File: src/sv/assert_macros.svh
// ---------------------------------------------------------------------------
// Assertion macros
// Shared concurrent assertion forms, clocked on the rising edge and
// disabled while the asynchronous active-low reset is asserted.
// ---------------------------------------------------------------------------
`ifndef ASSERT_MACROS_SVH
`define ASSERT_MACROS_SVH

// same-cycle implication
`define SCD_ASSERT_IMPL(label, clk, rst_n, ante, cons) \
	label: assert property (@(posedge clk) disable iff (!(rst_n)) (ante) |-> (cons)) \
		else $error("assertion failed");

// next-cycle implication
`define SCD_ASSERT_NEXT(label, clk, rst_n, ante, cons) \
	label: assert property (@(posedge clk) disable iff (!(rst_n)) (ante) |=> (cons)) \
		else $error("assertion failed");

`endif

File: src/sv/scd_pkg.sv
// ---------------------------------------------------------------------------
// scd_pkg
// Types, constants and helper functions of the cheat code decoder.
// ---------------------------------------------------------------------------
`default_nettype none

package scd_pkg;

	localparam int BUF_DEPTH = 12;
	localparam int CNT_W     = 4;

	localparam logic [CNT_W-1:0] LEN_AR  = 4'd8;
	localparam logic [CNT_W-1:0] LEN_9   = 4'd9;
	localparam logic [CNT_W-1:0] LEN_CMP = 4'd12;
	localparam logic [CNT_W-1:0] LEN_MAX = 4'd12;

	localparam logic [7:0] CH_DASH  = 8'h2d;
	localparam logic [7:0] CH_EQ    = 8'h3d;
	localparam logic [7:0] CH_QMARK = 8'h3f;

	localparam logic [1:0] FMT_GG            = 2'd0;
	localparam logic [1:0] FMT_AR            = 2'd1;
	localparam logic [1:0] FMT_ADDR_DATA     = 2'd2;
	localparam logic [1:0] FMT_ADDR_CMP_DATA = 2'd3;

	// hex digit value -> position in the game genie letter set "df4709156bc8a23e"
	localparam logic [3:0] GG_DECODE [16] = '{
		4'd4, 4'd6, 4'd13, 4'd14, 4'd2, 4'd7, 4'd8, 4'd3,
		4'd11, 4'd5, 4'd12, 4'd9, 4'd10, 4'd0, 4'd15, 4'd1
	};

	// source bit of the raw 32-bit value for address bits 23 down to 0
	localparam logic [4:0] GG_PERM [24] = '{
		5'd13, 5'd12, 5'd11, 5'd10, 5'd5, 5'd4, 5'd3, 5'd2,
		5'd23, 5'd22, 5'd21, 5'd20, 5'd1, 5'd0, 5'd15, 5'd14,
		5'd19, 5'd18, 5'd17, 5'd16, 5'd9, 5'd8, 5'd7, 5'd6
	};

	typedef struct packed {
		logic [7:0] character;
		logic       last_char;
	} scd_in_t;

	typedef struct packed {
		logic        valid_res;
		logic [1:0]  format;
		logic [23:0] address;
		logic [7:0]  patch_value;
		logic [7:0]  compare_value;
		logic        has_compare;
	} scd_out_t;

	typedef struct packed {
		logic write;
		logic set_overflow;
		logic load_result;
	} scd_cmd_t;

	typedef struct packed {
		logic full;
	} scd_status_t;

	function automatic logic is_hex(input logic [7:0] c);
		return (c >= 8'h30 && c <= 8'h39) || (c >= 8'h61 && c <= 8'h66);
	endfunction

	// value of a lowercase hex digit; meaningless for other characters
	function automatic logic [3:0] hex_value(input logic [7:0] c);
		return (c[6]) ? (c[3:0] + 4'd9) : c[3:0];
	endfunction

endpackage

`default_nettype wire

File: src/sv/scd_ctrl.sv
// ---------------------------------------------------------------------------
// scd_ctrl
// Controller: collects characters, triggers the decode cycle, holds the
// result valid until the receiver takes it.
// ---------------------------------------------------------------------------
`default_nettype none

module scd_ctrl (
	input  logic                 clk,
	input  logic                 arst_n,
	input  logic                 char_valid,
	input  logic                 last_char,
	output logic                 char_stall,
	output logic                 res_valid,
	input  logic                 res_stall,
	input  scd_pkg::scd_status_t status,
	output scd_pkg::scd_cmd_t    cmd
);
	import scd_pkg::*;

	localparam logic [0:0] ST_COLLECT = 1'b0;
	localparam logic [0:0] ST_DECODE  = 1'b1;

	logic [0:0] state_q;
	logic [0:0] state_d;
	logic       res_valid_q;
	logic       accept;

	assign char_stall = (state_q == ST_DECODE) || (res_valid_q && res_stall);
	assign accept     = char_valid && !char_stall;
	assign res_valid  = res_valid_q;

	assign cmd.write        = accept && !status.full;
	assign cmd.set_overflow = accept && status.full;
	assign cmd.load_result  = (state_q == ST_DECODE);

	always_comb begin
		state_d = state_q;
		unique case (state_q)
			ST_COLLECT: begin
				if (accept && last_char) state_d = ST_DECODE;
			end
			ST_DECODE: begin
				state_d = ST_COLLECT;
			end
			default: begin
				state_d = ST_COLLECT;
			end
		endcase
	end

	always_ff @(posedge clk or negedge arst_n) begin
		if (!arst_n) begin
			state_q     <= ST_COLLECT;
			res_valid_q <= 1'b0;
		end else begin
			state_q <= state_d;
			if (state_q == ST_DECODE) begin
				res_valid_q <= 1'b1;
			end else if (res_valid_q && !res_stall) begin
				res_valid_q <= 1'b0;
			end
		end
	end

endmodule

`default_nettype wire

File: src/sv/scd_datapath.sv
// ---------------------------------------------------------------------------
// scd_datapath
// Character buffer, count and overflow flag, format decode and result register.
// ---------------------------------------------------------------------------
`default_nettype none

module scd_datapath (
	input  logic                 clk,
	input  logic                 arst_n,
	input  scd_pkg::scd_cmd_t    cmd,
	input  scd_pkg::scd_in_t     char_item,
	output scd_pkg::scd_status_t status,
	output scd_pkg::scd_out_t    res_item
);
	import scd_pkg::*;

	logic [7:0]       buf_q [BUF_DEPTH];
	logic [CNT_W-1:0] count_q;
	logic             overflow_q;
	scd_out_t         res_q;
	scd_out_t         dec;

	logic [3:0]           hv [BUF_DEPTH];
	logic [BUF_DEPTH-1:0] hok;
	logic [31:0]          gg_r;
	logic [23:0]          gg_addr;
	logic                 gg_ok;
	logic [23:0]          run_addr;
	logic                 addr_ok;

	assign status.full = (count_q == LEN_MAX);
	assign res_item    = res_q;

	always_ff @(posedge clk) begin
		if (cmd.write) buf_q[count_q] <= char_item.character;
		if (cmd.load_result) res_q <= dec;
	end

	always_ff @(posedge clk or negedge arst_n) begin
		if (!arst_n) begin
			count_q    <= '0;
			overflow_q <= 1'b0;
		end else if (cmd.load_result) begin
			count_q    <= '0;
			overflow_q <= 1'b0;
		end else begin
			if (cmd.write) count_q <= count_q + 1'b1;
			if (cmd.set_overflow) overflow_q <= 1'b1;
		end
	end

	// per-character digit check and value
	always_comb begin
		for (int i = 0; i < BUF_DEPTH; i++) begin
			hok[i] = is_hex(buf_q[i]);
			hv[i]  = hex_value(buf_q[i]);
		end
	end

	// game genie: letter substitution, then address bit permutation
	always_comb begin
		gg_r = {GG_DECODE[hv[0]], GG_DECODE[hv[1]], GG_DECODE[hv[2]], GG_DECODE[hv[3]],
			GG_DECODE[hv[5]], GG_DECODE[hv[6]], GG_DECODE[hv[7]], GG_DECODE[hv[8]]};
		for (int i = 0; i < 24; i++) begin
			gg_addr[23-i] = gg_r[GG_PERM[i]];
		end
	end

	assign gg_ok    = &{hok[8:5], hok[3:0]};
	assign run_addr = {hv[0], hv[1], hv[2], hv[3], hv[4], hv[5]};
	assign addr_ok  = &hok[5:0];

	always_comb begin
		dec = '0;
		priority if (overflow_q) begin
			dec = '0;
		end else if (count_q == LEN_9 && buf_q[4] == CH_DASH) begin
			if (gg_ok) begin
				dec.valid_res   = 1'b1;
				dec.format      = FMT_GG;
				dec.address     = gg_addr;
				dec.patch_value = gg_r[31:24];
			end
		end else if (count_q == LEN_AR) begin
			if (&hok[7:0]) begin
				dec.valid_res   = 1'b1;
				dec.format      = FMT_AR;
				dec.address     = run_addr;
				dec.patch_value = {hv[6], hv[7]};
			end
		end else if (count_q == LEN_9 && buf_q[6] == CH_EQ) begin
			if (addr_ok && hok[7] && hok[8]) begin
				dec.valid_res   = 1'b1;
				dec.format      = FMT_ADDR_DATA;
				dec.address     = run_addr;
				dec.patch_value = {hv[7], hv[8]};
			end
		end else if (count_q == LEN_CMP && buf_q[6] == CH_EQ && buf_q[9] == CH_QMARK) begin
			if (addr_ok && hok[7] && hok[8] && hok[10] && hok[11]) begin
				dec.valid_res     = 1'b1;
				dec.format        = FMT_ADDR_CMP_DATA;
				dec.address       = run_addr;
				dec.compare_value = {hv[7], hv[8]};
				dec.patch_value   = {hv[10], hv[11]};
				dec.has_compare   = 1'b1;
			end
		end else begin
			dec = '0;
		end
	end

endmodule

`default_nettype wire

File: src/sv/snes_cheat_code_decoder.sv
// ---------------------------------------------------------------------------
// snes_cheat_code_decoder
// Decodes a cheat code streamed one ASCII character per item.
// Input channel (char_valid/char_stall/char_item): one character per item,
// last_char set on the final one. Up to 12 characters are buffered; extra
// characters are dropped and make the code invalid.
// Output channel (res_valid/res_stall/res_item): one result per code, with
// format, address, patch and compare bytes; all fields zero when invalid.
// Throughput: one character per cycle. After the last character the input
// stalls for the decode state (the format decode from the character buffer
// is registered). Taking the last character moves the controller to its
// decode state, which loads the result register and sets res_valid.
// While a result waits under res_stall the input stalls too; characters
// are taken again in the cycle the result is consumed.
// Reset (arst_n low): buffer count and overflow cleared, no result pending.
// ---------------------------------------------------------------------------
`default_nettype none

`include "assert_macros.svh"

module snes_cheat_code_decoder (
	input  logic              clk,
	input  logic              arst_n,
	input  logic              char_valid,
	output logic              char_stall,
	input  scd_pkg::scd_in_t  char_item,
	output logic              res_valid,
	input  logic              res_stall,
	output scd_pkg::scd_out_t res_item
);
	import scd_pkg::*;

	scd_cmd_t    cmd;
	scd_status_t status;
	logic        last_taken;
	logic        res_fields_zero;

	// controller: accept/stall, decode trigger, result valid
	scd_ctrl u_ctrl (
		.clk        (clk),
		.arst_n     (arst_n),
		.char_valid (char_valid),
		.last_char  (char_item.last_char),
		.char_stall (char_stall),
		.res_valid  (res_valid),
		.res_stall  (res_stall),
		.status     (status),
		.cmd        (cmd)
	);

	// datapath: buffer, count, overflow, decode, result register
	scd_datapath u_datapath (
		.clk       (clk),
		.arst_n    (arst_n),
		.cmd       (cmd),
		.char_item (char_item),
		.status    (status),
		.res_item  (res_item)
	);

	assign last_taken      = char_valid && !char_stall && char_item.last_char;
	assign res_fields_zero = res_item.format == FMT_GG && res_item.address == 24'd0
		&& res_item.patch_value == 8'd0 && res_item.compare_value == 8'd0
		&& !res_item.has_compare;

	// last character always leads to the single decode cycle
	`SCD_ASSERT_NEXT(a_last_to_decode, clk, arst_n, last_taken, char_stall && !res_valid)
	// the decode cycle always produces a result
	`SCD_ASSERT_NEXT(a_decode_to_result, clk, arst_n, char_stall && !res_valid, res_valid)
	// invalid codes carry all-zero fields
	`SCD_ASSERT_IMPL(a_invalid_zero, clk, arst_n, res_valid && !res_item.valid_res, res_fields_zero)
	// compare byte only for a valid address=compare?data code
	`SCD_ASSERT_IMPL(a_compare_fmt, clk, arst_n, res_valid && res_item.has_compare, res_item.valid_res && res_item.format == FMT_ADDR_CMP_DATA)

endmodule

`default_nettype wire

File: config.mk
export PLATFORM = sky130hd
export DESIGN_NAME = snes_cheat_code_decoder
export DESIGN_NICKNAME = d
export VERILOG_FILES = /design/src/sv/scd_pkg.sv /design/src/sv/scd_ctrl.sv /design/src/sv/scd_datapath.sv /design/src/sv/snes_cheat_code_decoder.sv
export VERILOG_INCLUDE_DIRS = /design/src /design/src/sv
export SDC_FILE = /design/constraint.sdc
export NUM_CORES = 1
export LEC_CHECK = 0
export BUFFER_PORTS_ARGS = -buffer_cell sky130_fd_sc_hd__buf_2
export CORE_ASPECT_RATIO = 0.6
export CORE_MARGIN = 3
export CORE_UTILIZATION = 45
export CTS_BUF_LIST = sky130_fd_sc_hd__clkbuf_4 sky130_fd_sc_hd__clkbuf_8
export DETAILED_ROUTE_END_ITERATION = 8
export HOLD_SLACK_MARGIN = 0.06
export SLEW_MARGIN = 0
export SYNTH_ARGS = -nofsm -noshare
export SYNTH_HDL_FRONTEND = slang
export SYNTH_SLANG_ARGS = --single-unit
File: constraint.sdc
create_clock -name clk -period 3 [get_ports clk]
set_input_delay 0.15 -clock clk [delete_from_list [all_inputs] [get_ports clk]]
set_output_delay 0.15 -clock clk [all_outputs]
set_load 0.01 [all_outputs]
==> summary.md <==
| Metric | Value |
|---|---|
| Initial antenna violation count | 0 |
| Top post-synthesis cells by area | edfxtp_1, ha_1, inv_1, xor2_1, nand2_1 |
| TritonRoute pass-1 iters | 6 |
| Slew of the pin with the lowest slew margin | 915 ps |
| Synthesized area | 0.00880 mm2 |
| Chip width | roughly 190 um |
| Hold_sp | char_item[8] |
| Maxcap violations | 0 |
| Hold Crit Class | in -> reg |
| Post-DRT Antenna Nets | 0 |
| GR Overflow Total | 0 |
| Post-synth EDFFs | 140 |
| Design area | 0.00996 mm2 |
| # diodes | 0 |
| Syn-to-layout area delta | 13.2% |
| I/O pin cnt | 59 |
| H-tree Lvls | 4 |
| Gr usage total | 0.214 |
| Syn. warnings | 0 |
| Crit. Startpoint | u_datapath.buf_q[6][6]$_DFFE_PP_ |
| Ys async rst share | 0.0476 |
| Final Max Slew Viols | 0 |
| Crit Path Class | reg -> reg |
| Period utilization | 0.958 |
| Min Tclk post-route | 2870 ps |
| Area share of the largest cell type after synthesis | 0.478 |
| Starting Density | 0.473 |
| Min Hold Slack | 90.0 ps |
| Most frequent cell after synthesis | edfxtp_1 |
| DP HPWL | 16.1 mm |
| Clk sinks | between 100 and 150 |
| Adder-Cell Fraction of Synth Area | 0.114 |
| Ys flop type | edfxtp_1 |
| DRT Wirelength | 22.1 mm |
| Placer Congestion | a little under 0.9 |
| Clk Latency, worst-skew pair | 480 ps |
| Fmax | 348 MHz |
| CTS tree | yes |
| Post-Synth XOR/XNOR Area | 0.0328 |
| Final Hold Fails | 0 |
| Power per cell area | just over 500 mW/mm2 |
| Arrival time worst endpoint | just over 3000 ps |
| Crit. End Element | flip-flop |
| Synth cell types | 77 |
| Worst-path clk slew | 100 ps |
| Core Util, Final | 0.536 |
| Worst ir drop on vdd | 0.360 mV |
| Largest family of logic cells by synthesized area | simple AND/OR/NAND/NOR gates |
| Vias in the first global route | 6082 |
| Largest net degree at the start of global routing | 50 |
| Port Buffers | 58 |
| Syn Nets | 830 |
| Fillers | 1562 |
| Reg2Reg Depth | 7 |
| Core Region | 0.0186 mm2 |
| Hold depth | 1 |
| Average wire per standard cell | 20.2 um |
| Via-to-Cell Ratio | approximately 5.8 |
| Startpoint Class | flip-flop |
| P_leak | 3.88 nW |
| Setup-failing EPs final | 0 |
| Outcome | completed |
| Root Driver | clkbuf_8 |
| Slew HR | 0.383 |
| Clock skew | 16.8 ps |
| Nets | between 900 and 1000 |
| Yosys top cell by area | edfxtp_1 |
| Placed Instances | approximately 1100 |
| Reg2Reg Launch Point | u_datapath.buf_q[6][6]$_DFFE_PP_ |
| Worst Path Max Fanout | 7 |
| RSZ-0062 raised after global routing | false |
| DRC | 0 |
| First-pass GRT wire length | 34.5 mm |
| Synth cell count leaders | edfxtp_1, ha_1, inv_1, nand2_1, nor2_1 |
| Row count | 38 |
| Via Count | around 6300 |
| Required time of the critical path | between 3000 and 4000 ps |
| Cells after synthesis | 737 |
| Compound-gate portion of the synthesized area | 0.131 |
| Fin Setup TNS | 0 ps |
| Layout cell share with drive strength beyond 1 | 0.189 |
| Post-Layout Cell Count | 1098 |
| TritonCTS buffer count | 17 |
| Sequential-to-total area share from yosys stat | 0.498 |
| Area share of and/or/nand/nor cells after synthesis | 0.139 |
| Syn avg cell area | 11.9 um2 |
| Longest Clk Path Bufs | 2 |
| Die H | ~110 um |
| Post-synthesis mux area share | 0.0409 |
| Placed cell area | around 0.0095 mm2 |
| Post-synthesis register bit count | between 100 and 150 |
| DRT iter0 DRCs | 588 |
| Die area | 0.0213 mm2 |
[worst paths after layout]
path                            slack [ps]                               endpoint
worst max register to register         130  u_datapath.res_item[20]$_SDFFCE_PP0P_
worst min-delay path                    90       u_datapath.buf_q[5][7]$_DFFE_PP_
max in group asynchronous             2050               u_ctrl.state_q$_DFF_PN0_
worst max-delay path                   130  u_datapath.res_item[20]$_SDFFCE_PP0P_
min in group asynchronous              650      u_datapath.overflow_q$_DFFE_PN0P_
worst min register to register         570           u_ctrl.res_valid$_DFFE_PN0P_
[critical path, cell delays in order, from the launching register on]
cell      delay [ps]
edfxtp_1         500
o21ai_0          770
inv_1            220
ha_1             260
nand3_1           60
o21ai_0           70
o21ai_0          490
o32ai_1          200
[kinds of logic after synthesis]
| kind of cell | after synthesis |
|---|---|
| AOI/OAI and AO/OA | 149 |
| xor gates and xnor gates | 33 |
| adders and majority gates | 80 |
| buffers and inverters | 84 |
| DFF | 147 |
| muxes | 24 |
| and+or+nand+nor | 220 |
[power breakdown]
group / switching [mW] / internal [mW] / total, mW
Sequential: 0.110 / 2.39 / 2.50
Clock: 0.840 / 0.760 / 1.60
Combinational: 0.612 / 0.383 / 0.994
Total: 1.56 / 3.53 / 5.09
[stage by stage]
stage / worst slack (ps) / total power [mW]
6_report: 126 / 5.09
5_1_grt: 0.743 / 5.34
4_1_cts: 72.6 / 5.11
3_5_place_dp: 93.3 / 3.50
3_3_place_gp: 241 / 3.47
2_1_floorplan: 504 / 3.17
[routing by layer]
metal / track usage / up-vias / wire length (um)
met3: 0.0526 / 29 / 1570
met4: 0.0664 / 0 / 392
met5: 0 / - / 0
met2: 0.322 / 230 / 9630
li1: - / 2937 / -
met1: 0.308 / 3126 / 10500
[cells in the final DEF, fill, tap and decap left out, drive strengths merged, types with 12 or more instances in the layout]
cell / count
and2: 14
nand2: 53
a21oi: 27
nand3: 33
inv: 66
ha: 80
o32ai: 24
clkbuf: 17
edfxtp: 140
nor2: 47
o21ai: 27
xor2: 25
buf: 87
nand3b: 12
[state kept, by name, summed over array words and instances (netlist names)]
signal / count
u_ctrl.res_valid: 1
u_ctrl.state_q: 1
u_datapath.buf_q: 96
u_datapath.count_q: 4
u_datapath.overflow_q: 1
u_datapath.res_item: 44
[timing repair]
action / in CTS / in global routing
hold buffers: 6 / 0
resized for setup: 0 / 2
setup endpoints to repair: 0 / 32
endpoints found under the hold margin: 16 / 0
buffers inserted: 0 / 3
[layout make-up]
| type | count | area, um2 | share of cell area |
|---|---|---|---|
| clock inverters | 15 | 169 | 0.0170 |
| flip-flops and latches | 147 | 4380 | 0.440 |
| inverters | 60 | 225 | 0.0226 |
| multi-input cells | 506 | 4050 | 0.406 |
| clock buffers | 17 | 234 | 0.0235 |
| well taps | 260 | 325 | 0.0327 |
| repair buffers | 93 | 581 | 0.0583 |
No activity file was read; power rests on OpenSTA's default activity.
